<file path="config.mk">
export PLATFORM = sky130hd
export DESIGN_NAME = s3m_pattern_unpacker
export DESIGN_NICKNAME = d
export VERILOG_FILES = /design/src/design/s3mpu_pkg.sv /design/src/design/s3m_pattern_unpacker.sv /design/src/design/s3mpu_note_dec.sv
export SDC_FILE = /design/constraint.sdc
export NUM_CORES = 1
export LEC_CHECK = 0
export ABC_AREA = 0
export BUFFER_PORTS_ARGS = -buffer_cell sky130_fd_sc_hd__buf_2
export CORE_MARGIN = 2
export CORE_UTILIZATION = 59
export DETAILED_ROUTE_END_ITERATION = 10
export PLACE_DENSITY = 0.8
export SLEW_MARGIN = 20
export SYNTH_ARGS = -nofsm -noshare
export SYNTH_HDL_FRONTEND = slang
export SYNTH_SLANG_ARGS = --single-unit
</file>
<file path="constraint.sdc">
create_clock -name i_clk -period 6.17 [get_ports i_clk]
set_clock_uncertainty 0.1 [all_clocks]
set_input_delay 0.9255 -clock i_clk [delete_from_list [all_inputs] [get_ports i_clk]]
set_output_delay 0.9255 -clock i_clk [all_outputs]
set_load 0.1 [all_outputs]
</file>
<file path="src/design/s3mpu_pkg.sv">
package s3mpu_pkg;

    localparam int ROWS         = 64;
    localparam int CHANNEL_BITS = 5;
    localparam int ROW_W        = $clog2(ROWS + 1);

    localparam logic [7:0] NOTE_EMPTY = 8'd255;
    localparam logic [7:0] NOTE_CUT   = 8'd254;
    localparam logic [7:0] VOL_MAX    = 8'd64;

    typedef enum logic [2:0] {
        PH_IDLE,
        PH_LEN_HI,
        PH_FLAG,
        PH_NOTE,
        PH_INSTR,
        PH_VOL,
        PH_CMD,
        PH_PARAM
    } t_phase;

    typedef enum logic [1:0] {
        NK_ABSENT,
        NK_VALUE,
        NK_EMPTY,
        NK_CUT
    } t_note_kind;

    typedef struct packed {
        logic        has_event;
        logic [4:0]  channel;
        logic [5:0]  row;
        t_note_kind  note_kind;
        logic [7:0]  note_value;
        logic [7:0]  instrument;
        logic        volume_present;
        logic [6:0]  volume;
        logic        command_present;
        logic [7:0]  command;
        logic [7:0]  parameter_res;
        logic        pattern_end;
    } t_result;

endpackage

</file>
<file path="src/design/s3m_pattern_unpacker.sv">
// a byte passes through the input register, then the decode stage, whose result is registered at the output
// throughput: one byte per cycle while the output is not stalled; a stalled result holds the decode stage,
// and the input register behind it absorbs one more byte
// reset: synchronous active low, returns to idle awaiting a pattern start,
// counters and held fields cleared
module s3m_pattern_unpacker
    import s3mpu_pkg::*;
(
    input  logic       i_clk,
    input  logic       i_rst_n,
    input  logic       i_in_valid,
    output logic       o_in_stall,
    input  logic [7:0] i_data_byte,
    input  logic       i_pattern_start,
    output logic       o_out_valid,
    input  logic       i_out_stall,
    output logic       o_has_event,
    output logic [4:0] o_channel,
    output logic [5:0] o_row,
    output logic [1:0] o_note_kind,
    output logic [7:0] o_note_value,
    output logic [7:0] o_instrument,
    output logic       o_volume_present,
    output logic [6:0] o_volume,
    output logic       o_command_present,
    output logic [7:0] o_command,
    output logic [7:0] o_parameter_res,
    output logic       o_pattern_end
);

    logic             r_in_valid;
    logic [7:0]       r_in_byte;
    logic             r_in_start;

    t_phase           r_phase, n_phase;
    logic [15:0]      r_len, n_len;
    logic [16:0]      r_cnt, n_cnt;
    logic [ROW_W-1:0] r_row, n_row;
    logic [7:0]       r_flag, n_flag;
    logic [7:0]       r_note, n_note;
    t_note_kind       r_kind, n_kind;
    logic [7:0]       r_instr, n_instr;
    logic [6:0]       r_vol, n_vol;
    logic [7:0]       r_cmd, n_cmd;

    logic             r_out_valid;
    t_result          r_res, n_res;
    logic             n_emit;

    logic             w_out_free;
    logic             w_adv;
    logic             w_done;
    logic             w_row_step;
    logic             w_evt;
    logic [7:0]       w_param;
    t_note_kind       w_dec_kind;
    logic [7:0]       w_dec_value;

    assign w_out_free = !r_out_valid || !i_out_stall;
    assign w_adv      = r_in_valid && w_out_free;
    assign o_in_stall = r_in_valid && !w_out_free;

    s3mpu_note_dec u_note_dec (
        .i_byte  (r_in_byte),
        .o_kind  (w_dec_kind),
        .o_value (w_dec_value)
    );

    always_ff @(posedge i_clk) begin
        if (!i_rst_n) begin
            r_in_valid <= 1'b0;
        end else if (!o_in_stall) begin
            r_in_valid <= i_in_valid;
        end
    end

    always_ff @(posedge i_clk) begin
        if (!o_in_stall) begin
            r_in_byte  <= i_data_byte;
            r_in_start <= i_pattern_start;
        end
    end

    always_ff @(posedge i_clk) begin
        if (!i_rst_n) begin
            r_phase <= PH_IDLE;
            r_len   <= '0;
            r_cnt   <= '0;
            r_row   <= '0;
            r_flag  <= '0;
            r_note  <= '0;
            r_kind  <= NK_ABSENT;
            r_instr <= '0;
            r_vol   <= '0;
            r_cmd   <= '0;
        end else begin
            r_phase <= n_phase;
            r_len   <= n_len;
            r_cnt   <= n_cnt;
            r_row   <= n_row;
            r_flag  <= n_flag;
            r_note  <= n_note;
            r_kind  <= n_kind;
            r_instr <= n_instr;
            r_vol   <= n_vol;
            r_cmd   <= n_cmd;
        end
    end

    always_comb begin
        n_phase    = r_phase;
        n_len      = r_len;
        n_cnt      = r_cnt;
        n_row      = r_row;
        n_flag     = r_flag;
        n_note     = r_note;
        n_kind     = r_kind;
        n_instr    = r_instr;
        n_vol      = r_vol;
        n_cmd      = r_cmd;
        n_emit     = 1'b0;
        n_res      = '0;
        w_row_step = 1'b0;
        w_evt      = 1'b0;
        w_param    = 8'd0;

        if (w_adv) begin
            if (r_in_start) begin
                n_len   = {8'h00, r_in_byte};
                n_cnt   = '0;
                n_row   = '0;
                n_flag  = '0;
                n_note  = '0;
                n_kind  = NK_ABSENT;
                n_instr = '0;
                n_vol   = '0;
                n_cmd   = '0;
                n_phase = PH_LEN_HI;
            end else begin
                if (r_phase != PH_IDLE && r_phase != PH_LEN_HI) begin
                    n_cnt = r_cnt + 17'd1;
                end
                unique case (r_phase)
                    PH_IDLE: begin
                        n_phase = PH_IDLE;
                    end
                    PH_LEN_HI: begin
                        n_len   = {r_in_byte, r_len[7:0]};
                        n_phase = PH_FLAG;
                    end
                    PH_FLAG: begin
                        if (r_in_byte == 8'd0) begin
                            n_row      = r_row + ROW_W'(1);
                            w_row_step = 1'b1;
                        end else begin
                            n_flag  = r_in_byte;
                            n_note  = '0;
                            n_kind  = NK_ABSENT;
                            n_instr = '0;
                            n_vol   = '0;
                            n_cmd   = '0;
                            if (r_in_byte[5]) begin
                                n_phase = PH_NOTE;
                            end else if (r_in_byte[6]) begin
                                n_phase = PH_VOL;
                            end else if (r_in_byte[7]) begin
                                n_phase = PH_CMD;
                            end else begin
                                w_evt = 1'b1;
                            end
                        end
                    end
                    PH_NOTE: begin
                        n_kind  = w_dec_kind;
                        n_note  = w_dec_value;
                        n_phase = PH_INSTR;
                    end
                    PH_INSTR: begin
                        n_instr = r_in_byte - 8'd1;
                        if (r_flag[6]) begin
                            n_phase = PH_VOL;
                        end else if (r_flag[7]) begin
                            n_phase = PH_CMD;
                        end else begin
                            w_evt = 1'b1;
                        end
                    end
                    PH_VOL: begin
                        n_vol = (r_in_byte > VOL_MAX) ? VOL_MAX[6:0] : r_in_byte[6:0];
                        if (r_flag[7]) begin
                            n_phase = PH_CMD;
                        end else begin
                            w_evt = 1'b1;
                        end
                    end
                    PH_CMD: begin
                        n_cmd   = r_in_byte - 8'd1;
                        n_phase = PH_PARAM;
                    end
                    PH_PARAM: begin
                        w_param = r_in_byte;
                        w_evt   = 1'b1;
                    end
                    default: begin
                        n_phase = PH_IDLE;
                    end
                endcase
            end
        end

        // end of pattern, checked after the counters of this byte have moved
        w_done = (n_row >= ROW_W'(ROWS)) || (n_cnt > {1'b0, n_len});

        if (w_row_step && w_done) begin
            n_emit            = 1'b1;
            n_res.pattern_end = 1'b1;
            n_phase           = PH_IDLE;
        end

        if (w_evt) begin
            n_emit                = 1'b1;
            n_res.has_event       = 1'b1;
            n_res.channel         = 5'(n_flag[CHANNEL_BITS-1:0]);
            n_res.row             = n_row[5:0];
            n_res.note_kind       = n_kind;
            n_res.note_value      = n_note;
            n_res.instrument      = n_instr;
            n_res.volume_present  = n_flag[6];
            n_res.volume          = n_vol;
            n_res.command_present = n_flag[7];
            n_res.command         = n_cmd;
            n_res.parameter_res   = w_param;
            n_res.pattern_end     = w_done;
            n_phase               = w_done ? PH_IDLE : PH_FLAG;
        end
    end

    always_ff @(posedge i_clk) begin
        if (!i_rst_n) begin
            r_out_valid <= 1'b0;
        end else if (w_out_free) begin
            r_out_valid <= w_adv && n_emit;
        end
    end

    always_ff @(posedge i_clk) begin
        if (w_adv && n_emit) begin
            r_res <= n_res;
        end
    end

    assign o_out_valid       = r_out_valid;
    assign o_has_event       = r_res.has_event;
    assign o_channel         = r_res.channel;
    assign o_row             = r_res.row;
    assign o_note_kind       = r_res.note_kind;
    assign o_note_value      = r_res.note_value;
    assign o_instrument      = r_res.instrument;
    assign o_volume_present  = r_res.volume_present;
    assign o_volume          = r_res.volume;
    assign o_command_present = r_res.command_present;
    assign o_command         = r_res.command;
    assign o_parameter_res   = r_res.parameter_res;
    assign o_pattern_end     = r_res.pattern_end;

endmodule

</file>
<file path="src/design/s3mpu_note_dec.sv">
module s3mpu_note_dec
    import s3mpu_pkg::*;
(
    input  logic [7:0] i_byte,
    output t_note_kind o_kind,
    output logic [7:0] o_value
);

    logic [7:0] w_oct;

    // octave times twelve as two shifts
    assign w_oct = {1'b0, i_byte[7:4], 3'b000} + {2'b00, i_byte[7:4], 2'b00};

    always_comb begin
        if (i_byte == NOTE_EMPTY) begin
            o_kind  = NK_EMPTY;
            o_value = 8'd0;
        end else if (i_byte == NOTE_CUT) begin
            o_kind  = NK_CUT;
            o_value = 8'd0;
        end else begin
            o_kind  = NK_VALUE;
            o_value = w_oct + {4'b0000, i_byte[3:0]};
        end
    end

endmodule

</file>
== Word level (Yosys, flattened, before mapping) ==
Cells that the tools add are included.

* Add/subtract/negate cells: 5
* $lt $le $gt $ge: 3
* Equality and inequality tests: 13
* Muxes and demuxes: 70
* Bitwise gates (word level): 3
* Reduce and logical (&&, ||, !) cells: 19

{| class="wikitable"
|+ Operator list
! cell !! number
|-
| $mux 8 || 18
|-
| $mux 56 || 1
|-
| $mux 7 || 8
|-
| $mux 17 || 3
|-
| $mux 16 || 3
|-
| $pmux 8 s2 || 3
|-
| $mux 3 || 10
|-
| $pmux 3 s7 || 1
|-
| $add 17x1->17 const B || 1
|-
| $gt 17x16->1 || 1
|-
| $eq 8x8->1 const B || 2
|-
| $mux 1 || 14
|-
| $pmux 7 s2 || 1
|-
| $eq 3x3->1 const B || 4
|-
| $mux 2 || 6
|-
| $reduce_bool 10->1 || 1
|-
| $add 7x6->8 || 1
|-
| $add 8x4->8 || 1
|-
| $gt 8x7->1 const B || 1
|-
| $logic_not 8->1 || 1
|-
| $sub 8x1->8 const B || 1
|-
| $add 7x1->7 const B || 1
|-
| $ge 7x7->1 const B || 1
|-
| $ne 7x7->1 const B || 1
|-
| other kinds (17) || 28
|}

* Register bits after elaboration: 151
* Input port bits: 13
* Output and inout port bits: 58

== Depth between registers and ports, before layout ==
* Depth after elaboration: 11
* Gate-level depth with buffers: 16

== By module ==
A second synthesis with hierarchy kept.

* Cells, all modules: 738
* Area, all modules: 7,208.2 sq um

{| class="wikitable"
|+ Modules (own cells, without submodules)
! module !! times used !! cells each !! area each (sq um) !! sequential area each (sq um)
|-
| s3m_pattern_unpacker || 1 || 704 || 6,925.4 || 3,653.5
|-
| s3mpu_note_dec || 1 || 34 || 282.8 || 0.0
|}

== Worst setup path after synthesis ==
No wires, ideal clock.

* Path kind: input port to flip-flop
* From: input i_out_stall
* To: register r_res (netlist bit o_channel[0]) (enable)
* Library setup time: 428 ps
* Arrival time: 4,716 ps
* Required time: 5,642 ps
* Setup slack: 926 ps
* Stages on the path: 14
* Buffers on the path: 0
* Cell sequence: a21boi_1 > and2_1 > nand4_1 > nor3_1 > nand2_1 > xor2_1 > nor2_1 > ha_1 > and4_1 > nand3_1 > o32ai_1 > a21oi_1 > a211oi_4 > o21ai_2

* Word-level cells in the longest chain between the ends: 10
* Elaborated cells between the ends (all ways): 15
* Those cells by class: 2 x order compare; 7 x mux; 6 x reduce/logical

{| class="wikitable"
|+ Ends and longest elaborated chain
! what !! line !! source
|-
| start, declared || s3m_pattern_unpacker.sv:16 || <nowiki>input logic i_out_stall,</nowiki>
|-
| $logic_not 1->1 || s3m_pattern_unpacker.sv:59 || <nowiki>assign w_out_free = !r_out_valid || !i_out_stall;</nowiki>
|-
| $logic_or 1x1->1 || s3m_pattern_unpacker.sv:59 ||
|-
| $logic_and 1x1->1 || s3m_pattern_unpacker.sv:60 || <nowiki>assign w_adv = r_in_valid && w_out_free;</nowiki>
|-
| $mux 17 || s3m_pattern_unpacker.sv:127 || <nowiki>if (w_adv) begin</nowiki>
|-
| named net n_cnt[13] || s3m_pattern_unpacker.sv:37 || <nowiki>logic [16:0] r_cnt, n_cnt;</nowiki>
|-
| $gt 17x16->1 || s3m_pattern_unpacker.sv:212 || <nowiki>w_done = (n_row >= ROW_W'(ROWS)) || (n_cnt > {1'b0, n_len});</nowiki>
|-
| $logic_or 1x1->1 || s3m_pattern_unpacker.sv:212 ||
|-
| $logic_and 1x1->1 || s3m_pattern_unpacker.sv:214 || <nowiki>if (w_row_step && w_done) begin</nowiki>
|-
| $mux 1 || s3m_pattern_unpacker.sv:214 ||
|-
| $mux 1 || s3m_pattern_unpacker.sv:220 || <nowiki>if (w_evt) begin</nowiki>
|-
| $logic_and 1x1->1 || s3m_pattern_unpacker.sv:247 || <nowiki>if (w_adv && n_emit) begin</nowiki>
|-
| end signal, assigned || s3m_pattern_unpacker.sv:248 || <nowiki>r_res <= n_res;</nowiki>
|-
| end, declared || s3m_pattern_unpacker.sv:47 || <nowiki>t_result r_res, n_res;</nowiki>
|}

The timed path passes the listed nets, and every way through them passes these cells.
A chain may end at the register's enable or synchronous reset.

== Worst setup path in the final report ==
* From: register r_in_start
* To: register r_out_valid (netlist: o_out_valid)

* Word-level cells in the longest chain between the ends: 8
* Elaborated cells between the ends (all ways): 17
* Those cells by class: 2 x order compare; 12 x mux; 3 x reduce/logical

{| class="wikitable"
|+ Ends and longest elaborated chain
! what !! line !! source
|-
| start, declared || s3m_pattern_unpacker.sv:33 || <nowiki>logic r_in_start;</nowiki>
|-
| start signal, assigned || s3m_pattern_unpacker.sv:80 || <nowiki>r_in_start <= i_pattern_start;</nowiki>
|-
| $mux 17 (tied with other cells) || s3m_pattern_unpacker.sv:128 || <nowiki>if (r_in_start) begin</nowiki>
|-
| $mux 17 (tied with other cells) || s3m_pattern_unpacker.sv:127 ||
|-
| $gt 17x16->1 / $ge 7x7->1 (equally long branches) || s3m_pattern_unpacker.sv:212 ||
|-
| $logic_or 1x1->1 || s3m_pattern_unpacker.sv:212 ||
|-
| $logic_and 1x1->1 || s3m_pattern_unpacker.sv:214 ||
|-
| $mux 1 || s3m_pattern_unpacker.sv:214 ||
|-
| $mux 1 (*) || s3m_pattern_unpacker.sv:220 ||
|-
| $logic_and 1x1->1 (*) || s3m_pattern_unpacker.sv:242 || <nowiki>r_out_valid <= w_adv && n_emit;</nowiki>
|-
| end signal, assigned || s3m_pattern_unpacker.sv:242 ||
|-
| end, declared || s3m_pattern_unpacker.sv:46 || <nowiki>logic r_out_valid;</nowiki>
|}

Every way passes the cells marked *; elsewhere a longest branch is shown, timed or not.

==> qor.csv <==
stage,metric,value,unit
setup_path,endpoint kind of the worst setup timing path,register,
global_route,total overflow reported by the global router,0,
synthesis,synthesis-stage register bit count,150,
routing,DRC,0,
synthesis,largest area contributor in the synthesized netlist,sky130_fd_sc_hd__edfxtp_1,
floorplanning,Total Die Area,12600,sq um
cells_and_area,Post-Layout Cell Count,904,
timing,ratio of final minimum period to clock period,0.744,
clocking,CTS-repair resized insts,0,
power_and_ir_drop,pwr/cell area,275,nW/um^2
routing,number of detailed-routing iterations run before antenna repair,6,
synthesis,top area cells in the synthesized netlist,"sky130_fd_sc_hd__edfxtp_1, sky130_fd_sc_hd__dfxtp_1, sky130_fd_sc_hd__ha_1, sky130_fd_sc_hd__nor2_1, sky130_fd_sc_hd__a22oi_1",
synthesis,most used flip-flop cell after synthesis,sky130_fd_sc_hd__dfxtp_1,
floorplanning,count of standard-cell rows,39,
routing,total wirelength of the detailed-routed design,16600,microns
timing,fmax,218,MHz
power_and_ir_drop,leakage power summed over all cells,0.00295,uW
outcome,status,finished clean,
setup_path,Worst Path Required,6390,ps
setup_path,"critical path fanouts, max",28,
timing,Final TNS setup,0,ps
setup_path,data arrival time at the worst-slack endpoint,4810,ps
timing,final max-slew violation count,0,
clocking,count of clock tree sinks,150,
job,max-cap violation count,0,
timing,pin slew with the least headroom to its limit,861,ps
synthesis,mean instance size in the synthesized netlist,10.1,sq um
synthesis,proportion of netlist area held by the largest area contributor,0.282,
synthesis,cell with the most instances after synthesis,sky130_fd_sc_hd__nor2_1,
cells_and_area,Final Net Count,797,
synthesis,Post-synth EDFFs,65,
clocking,hold buffer count at CTS,0,
routing,drt wl/cell,18.3,microns
synthesis,synthesized area,6910,sq um
clocking,Longest Clk Path Bufs,2,
synthesis,number of distinct standard cells referenced by the synthesized netlist,60,
floorplanning,area of the core region,11400,sq um
synthesis,"Net Count, Synth",735,
cells_and_area,diodes inserted,0,
timing,RSZ-0062 raised after global routing,false,
floorplanning,count of pins on the block boundary,71,
placement,GPL Wtd Cong,0.901,
clocking,clock tree root buffer cell,sky130_fd_sc_hd__clkbuf_16,
clocking,Clock transition at path regs,60,ps
global_route,maximum number of pins on one net before global-route repair,37,
timing,final worst path period need,4590,ps
setup_path,Setup CP Type,register to register,
timing,max_slew headroom,0.421,
clocking,"Clk Latency, worst-skew pair",430,ps
routing,detail-routed via count per cell,6.07,
setup_path,Setup crit start kind,register,
clocking,clock tree from TritonCTS,done,
floorplanning,die width,112,microns
floorplanning,y dimension of the die,112,microns
synthesis,"top cells by count, synth","sky130_fd_sc_hd__nor2_1, sky130_fd_sc_hd__dfxtp_1, sky130_fd_sc_hd__edfxtp_1, sky130_fd_sc_hd__nand2_1, sky130_fd_sc_hd__and2_1",
global_route,global-route wire length before repair,26900,microns
global_route,antenna violations before repair,0,
clocking,Post-CTS Setup Inserts,0,
clocking,number of H-tree branching levels,4,
floorplanning,Starting Density,0.605,
timing,Setup-failing EPs final,0,
clocking,TritonCTS Buffers,17,
routing,violation count after the first detailed-routing iteration,381,
global_route,vias in the first global route,5487,
synthesis,total number of yosys warnings,0,
synthesis,portion of the post-synthesis area used by sequential elements,0.529,
cells_and_area,P&R area growth vs syn,15.2,%
routing,post-detailed-route count of antenna-violating nets,0,
synthesis,Gate Count Post-Synth,686,
placement,Placed Instances,872,
synthesis,share of synthesized flip-flops with an asynchronous set or reset,0,
power_and_ir_drop,worst vdd rail ir drop,0.145,mV
placement,number of I/O port buffers,70,
timing,final number of hold-violating endpoints,0,
global_route,GRT Util Overall,0.272,
routing,via count,5488,
cells_and_area,layout cells sized above 1,0.160,
placement,Detailed Place HPWL,11100,microns
worst_hold_path,path type of the worst min-delay path,register to register,
-- critical path, cell delays in order, from the launching register on --
cell and delay (ps):
sky130_fd_sc_hd__edfxtp_1 710, sky130_fd_sc_hd__buf_4 330, sky130_fd_sc_hd__nand2b_1 300, sky130_fd_sc_hd__nor3_1 760, sky130_fd_sc_hd__a22oi_1 240, sky130_fd_sc_hd__ha_1 380
sky130_fd_sc_hd__and4_1 170, sky130_fd_sc_hd__nand3_1 100, sky130_fd_sc_hd__o32ai_1 290, sky130_fd_sc_hd__a21oi_1 110, sky130_fd_sc_hd__a211oi_4 390, sky130_fd_sc_hd__o21ai_4 100
sky130_fd_sc_hd__buf_4 280, sky130_fd_sc_hd__o21a_1 210
-- cells in the final DEF, fill, tap and decap left out, types with 16 or more instances in the layout --
cell type                     n
sky130_fd_sc_hd__a21oi_1     25
sky130_fd_sc_hd__clkbuf_16   18
sky130_fd_sc_hd__and2_1      41
sky130_fd_sc_hd__nor3_1      31
sky130_fd_sc_hd__ha_1        34
sky130_fd_sc_hd__o21ai_0     27
sky130_fd_sc_hd__nand2_1     48
sky130_fd_sc_hd__a22oi_1     38
sky130_fd_sc_hd__buf_2       70
sky130_fd_sc_hd__xor2_1      16
sky130_fd_sc_hd__edfxtp_1    65
sky130_fd_sc_hd__nor2_1     113
sky130_fd_sc_hd__dfxtp_1     85
-- metrics by stage --
| step | instance area [sq um] | utilization | setup WS (ps) | total power, uW | hold WS, ps |
|---|---|---|---|---|---|
| floorplan | 6910 | - | 926 | 1130 | 346 |
| global placement | 7360 | 0.645 | 1500 | 1160 | 365 |
| detailed placement | 7360 | 0.645 | 1350 | 1160 | 387 |
| CTS | 7960 | 0.697 | 1650 | 2190 | 404 |
| global route | 7960 | 0.697 | 1260 | 2250 | 424 |
| finish | 7960 | 0.697 | 1580 | 2190 | 398 |
-- layout make-up --
class | instances | area, sq um
tap | 143 | 179
sequential | 150 | 3650
timing repair buffer | 77 | 403
multi-input combinational | 488 | 3070
clock inverter | 10 | 119
inverter | 14 | 52.6
clock buffer | 22 | 485
fill | 825 | 3450
-- cells by family (layout without fill, tap and decap cells) --
| kind of cell | count (synthesis) | after routing | share of synthesized area |
|---|---|---|---|
| AOI/OAI and AO/OA | 123 | 123 | 0.118 |
| xor gates and xnor gates | 29 | 29 | 0.0367 |
| adders and majority gates | 36 | 36 | 0.0673 |
| buffers and inverters | 48 | 123 | 0.0281 |
| DFF | 150 | 150 | 0.529 |
| muxes | 10 | 10 | 0.0145 |
| and+or+nand+nor | 290 | 290 | 0.207 |
-- routing by layer --
| metal | GRT usage | up-vias | share of wire |
|---|---|---|---|
| met5 | 0 | - | 0 |
| met1 | 0.332 | 2588 | 0.39 |
| met2 | 0.456 | 279 | 0.49 |
| met3 | 0.0497 | 71 | 0.080 |
| met4 | 0.153 | 0 | 0.043 |
| li1 | - | 2550 | - |
-- path summary, 6_finish.rpt --
kind                            slack, ps  depth (start not counted)                  from                  endpoint
worst min register to register        400                          2   r_vol[2]$_SDFF_PN0_       r_vol[2]$_SDFF_PN0_
worst min-delay path                  400                          2   r_vol[2]$_SDFF_PN0_       r_vol[2]$_SDFF_PN0_
worst max-delay path                 1580                         13  r_in_start$_DFFE_PN_  o_out_valid$_SDFFE_PN0N_
worst max register to register       1580                         13  r_in_start$_DFFE_PN_  o_out_valid$_SDFFE_PN0N_
-- state kept, by name (all words and copies together), names as in the netlist, 2 cells and up, named ones only --
| signal | flops |
|---|---|
| r_instr | 8 |
| r_phase | 3 |
| o_parameter_res | 8 |
| r_kind | 2 |
| r_row | 7 |
| r_len | 16 |
| o_instrument | 8 |
| r_in_byte | 8 |
| r_cnt | 16 |
| o_note_value | 8 |
| o_channel | 5 |
| o_command | 8 |
| r_flag | 7 |
| o_note_kind | 2 |
| r_cmd | 8 |
| r_vol | 7 |
| o_row | 6 |
| o_volume | 7 |
| r_note | 8 |
-- power by group --
part | internal, uW | switching, uW | leakage, uW | total, uW
sequential | 1030 | 18.6 | 0.00122 | 1050
combinational | 32.5 | 60.0 | 0.00144 | 92.5
clock | 642 | 401 | 0.000284 | 1040
total | 1710 | 479 | 0.00295 | 2190
Power figures use the tool's default switching activity.
